<file path="src/hdl/uart_16550_register_model_unit_defines.svh">
// Assertion macros shared by the UART register block.
// Every macro samples on clk and is quiet while arst_n is low.
`ifndef UART_16550_REGISTER_MODEL_UNIT_DEFINES_SVH
`define UART_16550_REGISTER_MODEL_UNIT_DEFINES_SVH

// Same-cycle implication: whenever ante holds, cons holds on that edge too.
`define U16550_ASSERT_IMP(name, ante, cons, msg) \
	name: assert property (@(posedge clk) disable iff (!arst_n) (ante) |-> (cons)) \
		else $error(msg);

// Next-cycle implication: whenever ante holds, cons holds on the following edge.
`define U16550_ASSERT_NXT(name, ante, cons, msg) \
	name: assert property (@(posedge clk) disable iff (!arst_n) (ante) |=> (cons)) \
		else $error(msg);

`endif

</file>
<file path="src/hdl/u16550_pkg.sv">
// Package for the UART register block: types, register codes and helper functions.
// It depends on nothing else. The step logic and the top level import it.
`timescale 1ns / 1ps
`default_nettype none
package u16550_pkg;

	typedef enum logic [1:0] {
		OP_READ    = 2'd0,
		OP_WRITE   = 2'd1,
		OP_RX      = 2'd2,
		OP_TX_DONE = 2'd3
	} op_t;

	localparam logic [2:0] REG_RBR = 3'd0;
	localparam logic [2:0] REG_IER = 3'd1;
	localparam logic [2:0] REG_IIR = 3'd2;
	localparam logic [2:0] REG_LCR = 3'd3;
	localparam logic [2:0] REG_MCR = 3'd4;
	localparam logic [2:0] REG_LSR = 3'd5;
	localparam logic [2:0] REG_MSR = 3'd6;
	localparam logic [2:0] REG_SCR = 3'd7;

	// Bit positions inside LCR and MCR.
	localparam int LCR_DLAB  = 7;
	localparam int LCR_BREAK = 6;
	localparam int MCR_LOOP  = 4;
	localparam int MCR_OUT2  = 3;

	// Interrupt identification codes, highest priority first.
	localparam logic [7:0] IIR_LINE  = 8'h06;
	localparam logic [7:0] IIR_RX    = 8'h04;
	localparam logic [7:0] IIR_THRE  = 8'h02;
	localparam logic [7:0] IIR_MODEM = 8'h00;
	localparam logic [7:0] IIR_NONE  = 8'h01;

	typedef struct packed {
		logic [7:0]  lcr;
		logic [3:0]  ier;
		logic [4:0]  mcr;
		logic [15:0] div;
		logic [7:0]  rbr;
		logic        dr;
		logic [3:0]  lerr;
		logic [7:0]  thr;
		logic        thr_empty;
		logic        shift_busy;
		logic [7:0]  shift_byte;
		logic        thre_pend;
		logic [3:0]  deltas;
		logic [3:0]  last_lines;
		logic [7:0]  scr;
	} state_t;

	localparam state_t STATE_RESET = '{
		lcr: 8'h00, ier: 4'h0, mcr: 5'h00, div: 16'h0000, rbr: 8'h00, dr: 1'b0,
		lerr: 4'h0, thr: 8'h00, thr_empty: 1'b1, shift_busy: 1'b0,
		shift_byte: 8'h00, thre_pend: 1'b0, deltas: 4'h0, last_lines: 4'h0,
		scr: 8'h00
	};

	typedef struct packed {
		op_t        op;
		logic [2:0] offset;
		logic [7:0] wdata;
		logic [7:0] rx_byte;
		logic [2:0] rx_errors;
		logic [3:0] lines;
	} item_t;

	typedef struct packed {
		logic [7:0]  read_value;
		logic        tx_valid;
		logic [7:0]  tx_byte;
		logic        irq_out;
		logic [1:0]  modem_control;
		logic        break_out;
		logic [15:0] baud_divisor;
	} result_t;

	// Modem inputs as the status register sees them; loopback wires MCR back in.
	function automatic logic [3:0] eff_lines(input logic [4:0] mcr, input logic [3:0] lines);
		logic [3:0] r;
		if (mcr[MCR_LOOP]) begin
			r = {mcr[3], mcr[2], mcr[0], mcr[1]};
		end else begin
			r = lines;
		end
		return r;
	endfunction

	// CTS, DSR and DCD flag any change; RI flags only its trailing edge.
	function automatic logic [3:0] modem_delta(input logic [3:0] prev, input logic [3:0] now);
		logic [3:0] chg;
		chg = prev ^ now;
		return {chg[3], prev[2] & ~now[2], chg[1], chg[0]};
	endfunction

	function automatic logic [7:0] iir_code(input state_t s);
		logic [7:0] r;
		if (s.ier[2] && (s.lerr != 4'h0)) begin
			r = IIR_LINE;
		end else if (s.ier[0] && s.dr) begin
			r = IIR_RX;
		end else if (s.ier[1] && s.thre_pend) begin
			r = IIR_THRE;
		end else if (s.ier[3] && (s.deltas != 4'h0)) begin
			r = IIR_MODEM;
		end else begin
			r = IIR_NONE;
		end
		return r;
	endfunction

endpackage
`default_nettype wire

</file>
<file path="src/hdl/uart_16550_register_model_unit.sv">
// Top level of the FIFO-less 16550-style UART register block.
// Uses u16550_pkg, u16550_step and the assertion macro header.
//
// Usage:
// The input channel (in_valid / in_stall) carries one item per handshake: a
// bus read or write at offsets 0 to 7, a byte arriving from the serial line,
// or the transmitter reporting that its shifter has finished. The output
// channel (out_valid / out_stall) returns exactly one result item per input
// item, in order: the read data (zero unless a read), a transmit start with
// its byte, the gated interrupt line, DTR/RTS, break and the divisor latch.
// out_valid rises once an accepted item has moved from the input register into
// the result register; the register update and the result register load together.
// Throughput is one item per clock while out_stall is low; the read-modify-write
// of the register file in u16550_step is combinational.
// When the receiver stalls, the result register holds its item, the input
// register holds one more, and in_stall rises only while both are full.
// The register file advances only when a result is loaded, so the result
// register always matches the current register contents.
// Reset (arst_n low) clears every register to its power-on value, with the
// transmit holding register empty, and empties both pipeline stages.
`timescale 1ns / 1ps
`default_nettype none
`include "uart_16550_register_model_unit_defines.svh"
module uart_16550_register_model_unit
	import u16550_pkg::*;
(
	input  wire         clk,
	input  wire         arst_n,
	input  wire         in_valid,
	output logic        in_stall,
	input  wire  [1:0]  operation,
	input  wire  [2:0]  reg_offset,
	input  wire  [7:0]  write_value,
	input  wire  [7:0]  rx_byte,
	input  wire  [2:0]  rx_errors,
	input  wire  [3:0]  modem_lines,
	output logic        out_valid,
	input  wire         out_stall,
	output logic [7:0]  read_value,
	output logic        tx_valid,
	output logic [7:0]  tx_byte,
	output logic        irq_out,
	output logic [1:0]  modem_control,
	output logic        break_out,
	output logic [15:0] baud_divisor
);

	logic    valid_s1;
	item_t   item_s1;
	state_t  state_q;
	state_t  state_next;
	result_t res_next;
	result_t res_q;
	logic    out_valid_q;
	logic    advance;
	logic    accept;

	// Stage one moves forward whenever the result register is free or draining.
	assign advance  = valid_s1 && (!out_valid_q || !out_stall);
	assign in_stall = valid_s1 && !advance;
	assign accept   = in_valid && !in_stall;

	always_ff @(posedge clk or negedge arst_n) begin
		if (!arst_n) begin
			valid_s1 <= 1'b0;
		end else if (accept) begin
			valid_s1 <= 1'b1;
		end else if (advance) begin
			valid_s1 <= 1'b0;
		end
	end

	// Payload of the input register needs no reset.
	always_ff @(posedge clk) begin
		if (accept) begin
			item_s1.op        <= op_t'(operation);
			item_s1.offset    <= reg_offset;
			item_s1.wdata     <= write_value;
			item_s1.rx_byte   <= rx_byte;
			item_s1.rx_errors <= rx_errors;
			item_s1.lines     <= modem_lines;
		end
	end

	u16550_step u_step (
		.cur  (state_q),
		.item (item_s1),
		.nxt  (state_next),
		.res  (res_next)
	);

	always_ff @(posedge clk or negedge arst_n) begin
		if (!arst_n) begin
			state_q <= STATE_RESET;
		end else if (advance) begin
			state_q <= state_next;
		end
	end

	always_ff @(posedge clk or negedge arst_n) begin
		if (!arst_n) begin
			out_valid_q <= 1'b0;
		end else if (advance) begin
			out_valid_q <= 1'b1;
		end else if (!out_stall) begin
			out_valid_q <= 1'b0;
		end
	end

	always_ff @(posedge clk) begin
		if (advance) begin
			res_q <= res_next;
		end
	end

	assign out_valid     = out_valid_q;
	assign read_value    = res_q.read_value;
	assign tx_valid      = res_q.tx_valid;
	assign tx_byte       = res_q.tx_byte;
	assign irq_out       = res_q.irq_out;
	assign modem_control = res_q.modem_control;
	assign break_out     = res_q.break_out;
	assign baud_divisor  = res_q.baud_divisor;

	// The input side is only held off while an item waits behind a stalled result.
	`U16550_ASSERT_IMP(a_stall_only_when_full, in_stall, valid_s1 && out_valid_q && out_stall, "in_stall without a full pipeline")
	// A started transmission leaves the shifter busy, which loopback never does.
	`U16550_ASSERT_IMP(a_tx_sets_busy, out_valid_q && tx_valid, state_q.shift_busy && !state_q.mcr[MCR_LOOP], "tx_valid without a busy shifter")
	// The interrupt line is gated by OUT2 of the register file behind the result.
	`U16550_ASSERT_IMP(a_irq_gated, out_valid_q && irq_out, state_q.mcr[MCR_OUT2], "irq_out with OUT2 clear")
	// A stalled result keeps the register file frozen.
	`U16550_ASSERT_NXT(a_state_frozen, out_valid_q && out_stall, state_q == $past(state_q), "register file moved under a stalled result")

endmodule
`default_nettype wire

</file>
<file path="src/hdl/u16550_step.sv">
// Next-state and result logic for one bus access or line event.
// Pure combinational; depends on u16550_pkg.
`timescale 1ns / 1ps
`default_nettype none
module u16550_step
	import u16550_pkg::*;
(
	input  var state_t  cur,
	input  var item_t   item,
	output state_t      nxt,
	output result_t     res
);

	always_comb begin
		state_t     s;
		logic [3:0] eff_pre;
		logic [3:0] eff_post;
		logic [7:0] rd;
		logic [7:0] iir_pre;
		logic [7:0] iir_post;
		logic       dlab;
		logic       loop;
		logic       load;
		logic       txv;
		logic       rx_do;
		logic [7:0] rx_b;
		logic [2:0] rx_e;

		s     = cur;
		rd    = 8'h00;
		load  = 1'b0;
		txv   = 1'b0;
		rx_do = 1'b0;
		rx_b  = item.rx_byte;
		rx_e  = item.rx_errors;

		// Modem lines are sampled before the access so a status read sees them.
		eff_pre      = eff_lines(s.mcr, item.lines);
		s.deltas     = s.deltas | modem_delta(s.last_lines, eff_pre);
		s.last_lines = eff_pre;

		dlab    = s.lcr[LCR_DLAB];
		loop    = s.mcr[MCR_LOOP];
		iir_pre = iir_code(s);

		case (item.op)
			OP_READ: begin
				case (item.offset)
					REG_RBR: begin
						if (dlab) begin
							rd = s.div[7:0];
						end else begin
							rd   = s.rbr;
							s.dr = 1'b0;
						end
					end
					REG_IER: rd = dlab ? s.div[15:8] : {4'h0, s.ier};
					REG_IIR: begin
						rd = iir_pre;
						// Reporting the THR-empty cause acknowledges it.
						if (iir_pre == IIR_THRE) begin
							s.thre_pend = 1'b0;
						end
					end
					REG_LCR: rd = s.lcr;
					REG_MCR: rd = {3'b000, s.mcr};
					REG_LSR: begin
						rd     = {1'b0, s.thr_empty & ~s.shift_busy, s.thr_empty, s.lerr, s.dr};
						s.lerr = 4'h0;
					end
					REG_MSR: begin
						rd       = {eff_pre, s.deltas};
						s.deltas = 4'h0;
					end
					default: rd = s.scr;
				endcase
			end
			OP_WRITE: begin
				case (item.offset)
					REG_RBR: begin
						if (dlab) begin
							s.div[7:0] = item.wdata;
						end else begin
							s.thr         = item.wdata;
							s.thr_empty   = 1'b0;
							s.thre_pend   = 1'b0;
							load          = ~s.shift_busy;
						end
					end
					REG_IER: begin
						if (dlab) begin
							s.div[15:8] = item.wdata;
						end else begin
							if (item.wdata[1] && !s.ier[1] && s.thr_empty) begin
								s.thre_pend = 1'b1;
							end
							s.ier = item.wdata[3:0];
						end
					end
					REG_LCR: s.lcr = item.wdata;
					REG_MCR: s.mcr = item.wdata[4:0];
					REG_SCR: s.scr = item.wdata;
					default: ;
				endcase
			end
			OP_RX: rx_do = ~loop;
			OP_TX_DONE: begin
				if (s.shift_busy) begin
					s.shift_busy = 1'b0;
					load         = ~s.thr_empty;
				end
			end
			default: ;
		endcase

		// Holding register to shifter; in loopback the byte goes straight to RBR.
		if (load) begin
			s.thr_empty = 1'b1;
			s.thre_pend = 1'b1;
			if (loop) begin
				rx_do = 1'b1;
				rx_b  = s.thr;
				rx_e  = 3'b000;
			end else begin
				s.shift_byte = s.thr;
				s.shift_busy = 1'b1;
				txv          = 1'b1;
			end
		end

		if (rx_do) begin
			s.lerr = s.lerr | {rx_e, s.dr};
			s.rbr  = rx_b;
			s.dr   = 1'b1;
		end

		// Second sample catches loopback lines changed by an MCR write.
		eff_post     = eff_lines(s.mcr, item.lines);
		s.deltas     = s.deltas | modem_delta(s.last_lines, eff_post);
		s.last_lines = eff_post;

		iir_post = iir_code(s);

		nxt               = s;
		res.read_value    = rd;
		res.tx_valid      = txv;
		res.tx_byte       = txv ? s.shift_byte : 8'h00;
		res.irq_out       = (iir_post != IIR_NONE) && s.mcr[MCR_OUT2];
		res.modem_control = s.mcr[MCR_LOOP] ? 2'b00 : s.mcr[1:0];
		res.break_out     = s.lcr[LCR_BREAK];
		res.baud_divisor  = s.div;
	end

endmodule
`default_nettype wire
</file>
<file path="config.mk">
export PLATFORM = sky130hd
export DESIGN_NAME = uart_16550_register_model_unit
export DESIGN_NICKNAME = d
export VERILOG_FILES = /design/src/hdl/u16550_pkg.sv /design/src/hdl/uart_16550_register_model_unit.sv /design/src/hdl/u16550_step.sv
export VERILOG_INCLUDE_DIRS = /design/src /design/src/hdl
export SDC_FILE = /design/constraint.sdc
export NUM_CORES = 1
export LEC_CHECK = 0
export BUFFER_PORTS_ARGS = -buffer_cell sky130_fd_sc_hd__buf_2
export CAP_MARGIN = 5
export CORE_MARGIN = 2
export CORE_UTILIZATION = 55
export DETAILED_ROUTE_END_ITERATION = 8
export PLACE_DENSITY = 0.76
export SLEW_MARGIN = 20
export SYNTH_ARGS = -nofsm -noshare
export SYNTH_HDL_FRONTEND = slang
export SYNTH_SLANG_ARGS = --single-unit
</file>
<file path="constraint.sdc">
create_clock -name clk -period 3.7 [get_ports clk]
set_input_delay 0.37 -clock clk [delete_from_list [all_inputs] [get_ports clk]]
set_output_delay 0.37 -clock clk [all_outputs]
set_load 0.005 [all_outputs]
</file>
==> flow_metrics.py <==
metrics = {
    "run_status": {
        "outcome": "finished clean",
    },
    "power": {
        "power_per_cell_area_mw_per_mm2": 588,
        "total_leakage_power_nw": 3.34,
        "power.ir.vdd_worst_mv": 0.525,
    },
    "synthesis": {
        "postSynthRegisterBits": 140,
        "share_of_synthesized_area_occupied_by_flip_flops_and_latches_pct": 58.1,
        "synth_warnings": 0,
        "synth_nets": 613,
        "synth_top_area_share_pct": 29.6,
        "post_synth_edffs": 65,
        "post_synth.cell_area_avg_um2": 11.3,
        "yosysUniqueCellTypes": 66,
        "synth_area_leaders": "sky130_fd_sc_hd__edfxtp_1 (30%), sky130_fd_sc_hd__dfrtp_1 (28%), sky130_fd_sc_hd__mux2_2 (6.8%), sky130_fd_sc_hd__nand2_1 (5.4%), sky130_fd_sc_hd__mux2i_1 (2.9%)",
        "commonest_register_cell_after_synthesis": "sky130_fd_sc_hd__dfrtp_1",
        "synthArstFlopShare_pct": 53.6,
        "post-synth-top-area-cell": "sky130_fd_sc_hd__edfxtp_1",
        "syn-instance-count": 581,
        "post_synth_instance_area_mm2": 0.00659,
    },
    "place": {
        "post-place-ws_ps": 1090,
        "post_dp_cell_area_mm2": 0.00703,
        "place_hpwl_um": 10500,
        "gp_routability_congestion": 0.886,
        "portBuffers": 70,
        "placedCellCount": 765,
    },
    "setup_path": {
        "cp_slowest_cell": "sky130_fd_sc_hd__edfxtp_1",
        "critical_register_to_register_path_endpoint": "irq_out$_DFFE_PP_",
        "rr_worst_depth": 6,
        "largest_stage_delay_worst_path_ps": 950,
        "critPathKind": "reg -> reg",
        "cp_top_family": "flip-flops",
        "worstPathMaxFanout": 26,
        "regToRegStartpoint": "item_s1[23]$_DFFE_PP_",
        "path_cells": "and4bb_1 -> nor3b_4 -> mux2i_1 -> o22ai_1 -> o21ai_1 -> nand3_1",
        "timing.critical_path.required_ps": 3860,
        "ff2ff_setup_slack_ps": 1060,
        "timing.critical_path.arrival_ps": 2800,
        "timing.critical_path.to_type": "flip-flop",
        "cp.buffers_inverters": 0,
        "start_kind": "flip-flop",
    },
    "die": {
        "floorplan.io_pins": 71,
        "floorplan.die_area_mm2": 0.0129,
        "core-area_mm2": 0.0116,
        "placementRows": 39,
        "initial_utilization_pct": 57.0,
        "die-height_um": 113,
        "die-width_um": 113,
    },
    "timing": {
        "period_share_pct": 71.3,
        "hold_viol": 0,
        "grt_setup_unrepaired": "false",
        "timing.clock.skew_ps": 8.05,
        "setup_ws_ps": 1060,
        "worstMarginPinSlew_ps": 920,
        "report.final.slew_viol_count": 0,
        "fmaxAchievable_mhz": 379,
        "period_needed_ps": 2640,
        "slew_headroom_pct": 38.6,
        "hold_ws_ps": 122,
        "finalSetupViolCount": 0,
        "finalSetupTns_ps": 0,
    },
    "hold_path": {
        "hold_path_depth": 1,
        "hold_class": "in -> reg",
        "min-delay-start": "rx_byte[6]",
        "min_to": "item_s1[13]$_DFFE_PP_",
    },
    "cts": {
        "cts_made_buffers": 17,
        "cts_tree": "built",
        "worst_setup_hold_path_clk_slew_ps": 60,
        "clockBufferDepth": 2,
        "num_clock_sinks": 140,
        "post_cts_buffers": 0,
        "worst_skew_pair.late_latency_ps": 420,
        "clk_root_buffer_cell": "sky130_fd_sc_hd__clkbuf_16",
        "clock_tree.htree_level_count": 4,
    },
    "global_routing": {
        "first_global_vias": 4805,
        "largest_net_degree_at_the_start_of_global_routing": 48,
        "grt_util_all_layers_pct": 26.2,
        "first_pass_grt_wire_length_um": 25500,
        "antenna_found_initial": 0,
        "global_route.overflow_total": 0,
    },
    "routing": {
        "detail_route.iter0.violations": 391,
        "vias": 4863,
        "routedWlPerCell_um": 19.8,
        "first_pass_iters": 7,
        "dr_drc_count": 0,
        "vias_per_cell": 6.09,
        "drt_wl_total_um": 15800,
        "postRouteAntennaNets": 0,
    },
    "final_layout": {
        "layoutNonFillerInstCount": 798,
        "layout-drive-gt1-share_pct": 24.7,
        "postLayoutCellArea_mm2": 0.00763,
        "mostFrequentLayoutCell": "sky130_fd_sc_hd__nand2_1",
        "antenna_cells_inserted": 0,
        "mostFrequentLayoutCells": "sky130_fd_sc_hd__nand2_1 (95), sky130_fd_sc_hd__dfrtp_1 (74), sky130_fd_sc_hd__buf_2 (69), sky130_fd_sc_hd__edfxtp_1 (65), sky130_fd_sc_hd__nor2_1 (46)",
        "finish.net_count": 674,
        "areaGrowthSynthToFinish_pct": 15.8,
    },
    "run": {
        "drv.max_cap_violation_count": 0,
    },
}
[worst max-delay path by stage]
stage,start,slack (ps),depth (start not counted),endpoint
after floorplan,out_valid$_DFFE_PN0P_,1360,4,baud_divisor[0]$_DFFE_PP_
after global placement,out_stall,1200,6,state_q[79]$_DFFE_PN0P_
after detailed placement,out_stall,1090,6,state_q[76]$_DFFE_PN0P_
after CTS,item_s1[23]$_DFFE_PP_,1100,6,irq_out$_DFFE_PP_
after global routing,item_s1[23]$_DFFE_PP_,890,6,irq_out$_DFFE_PP_
final,item_s1[23]$_DFFE_PP_,1060,6,irq_out$_DFFE_PP_
[repair_timing]
| item | CTS | global route |
|---|---|---|
| hold buffers | 0 | 1 |
| endpoints found under the hold margin | 0 | 27 |
| gates resized for setup | 0 | 0 |
[cell type report]
type / instances / area, um^2
clock buffer: 20 / 447
clock inverter: 12 / 146
fill: 878 / 3930
inverter: 16 / 60.1
multi-input combinational: 390 / 2550
sequential: 140 / 3830
tap: 143 / 179
timing repair buffer: 77 / 420
[synthesized netlist by cell type (5+ instances only)]
cell type and count:
sky130_fd_sc_hd__o21ai_0 28, sky130_fd_sc_hd__a31oi_1 6, sky130_fd_sc_hd__nand2b_1 6, sky130_fd_sc_hd__buf_1 5, sky130_fd_sc_hd__clkbuf_1 19, sky130_fd_sc_hd__nor2_1 46
sky130_fd_sc_hd__and2_1 5, sky130_fd_sc_hd__edfxtp_1 65, sky130_fd_sc_hd__a221oi_1 5, sky130_fd_sc_hd__mux2i_1 19, sky130_fd_sc_hd__a21oi_1 25, sky130_fd_sc_hd__nand2_1 95
sky130_fd_sc_hd__xnor2_1 6, sky130_fd_sc_hd__o22ai_1 14, sky130_fd_sc_hd__buf_2 8, sky130_fd_sc_hd__mux2_2 40, sky130_fd_sc_hd__xor2_1 6, sky130_fd_sc_hd__o31ai_1 6
sky130_fd_sc_hd__dfrtp_1 74, sky130_fd_sc_hd__nand3_1 8, sky130_fd_sc_hd__inv_1 15
[per-layer routing]
metal  part of all wire (%)  up-vias  track usage, %  routed length (um)
li1                       -     2231               -                   -
met1                     42     2375            35.3                6680
met2                     48      217            41.3                7600
met3                    6.8       40            5.95                1080
met4                    2.8        0            11.1                 443
met5                      0        -               0                   0
[cell families (layout without fill, tap and decap cells)]
family / after synthesis / after routing / share of synthesized area, %
AND/OR/NAND/NOR: 193 / 193 / 14.4
multiplexers: 59 / 59 / 9.72
buffers and inverters: 51 / 125 / 3.19
flip-flops: 140 / 140 / 58.1
AO/OA/AOI/OAI: 126 / 126 / 12.9
XOR/XNOR: 12 / 12 / 1.59
[registers in the layout (all words and copies together) (netlist names)]
name and flops:
out_valid 1, tx_valid 1, baud_divisor 16, valid_s1 1, break_out 1, read_value 8
state_q 73, item_s1 28, irq_out 1, modem_control 2, tx_byte 8
[power breakdown]
part	switching [W]	leakage (nW)	internal, W	total, W
sequential	0.000248	1.57	0.00189	0.00214
combinational	0.000359	1.49	0.000295	0.000654
clock	0.000632	0.277	0.00107	0.00170
[through the flow]
| stage | total power [W] | utilization (%) |
|---|---|---|
| after floorplan | 0.00254 | - |
| after global placement | 0.00276 | 60.8 |
| after detailed placement | 0.00280 | 60.8 |
| after CTS | 0.00450 | 65.9 |
| after global routing | 0.00467 | 66.0 |
| final | 0.00449 | 66.0 |
No activity file was read; power rests on OpenSTA's default activity.
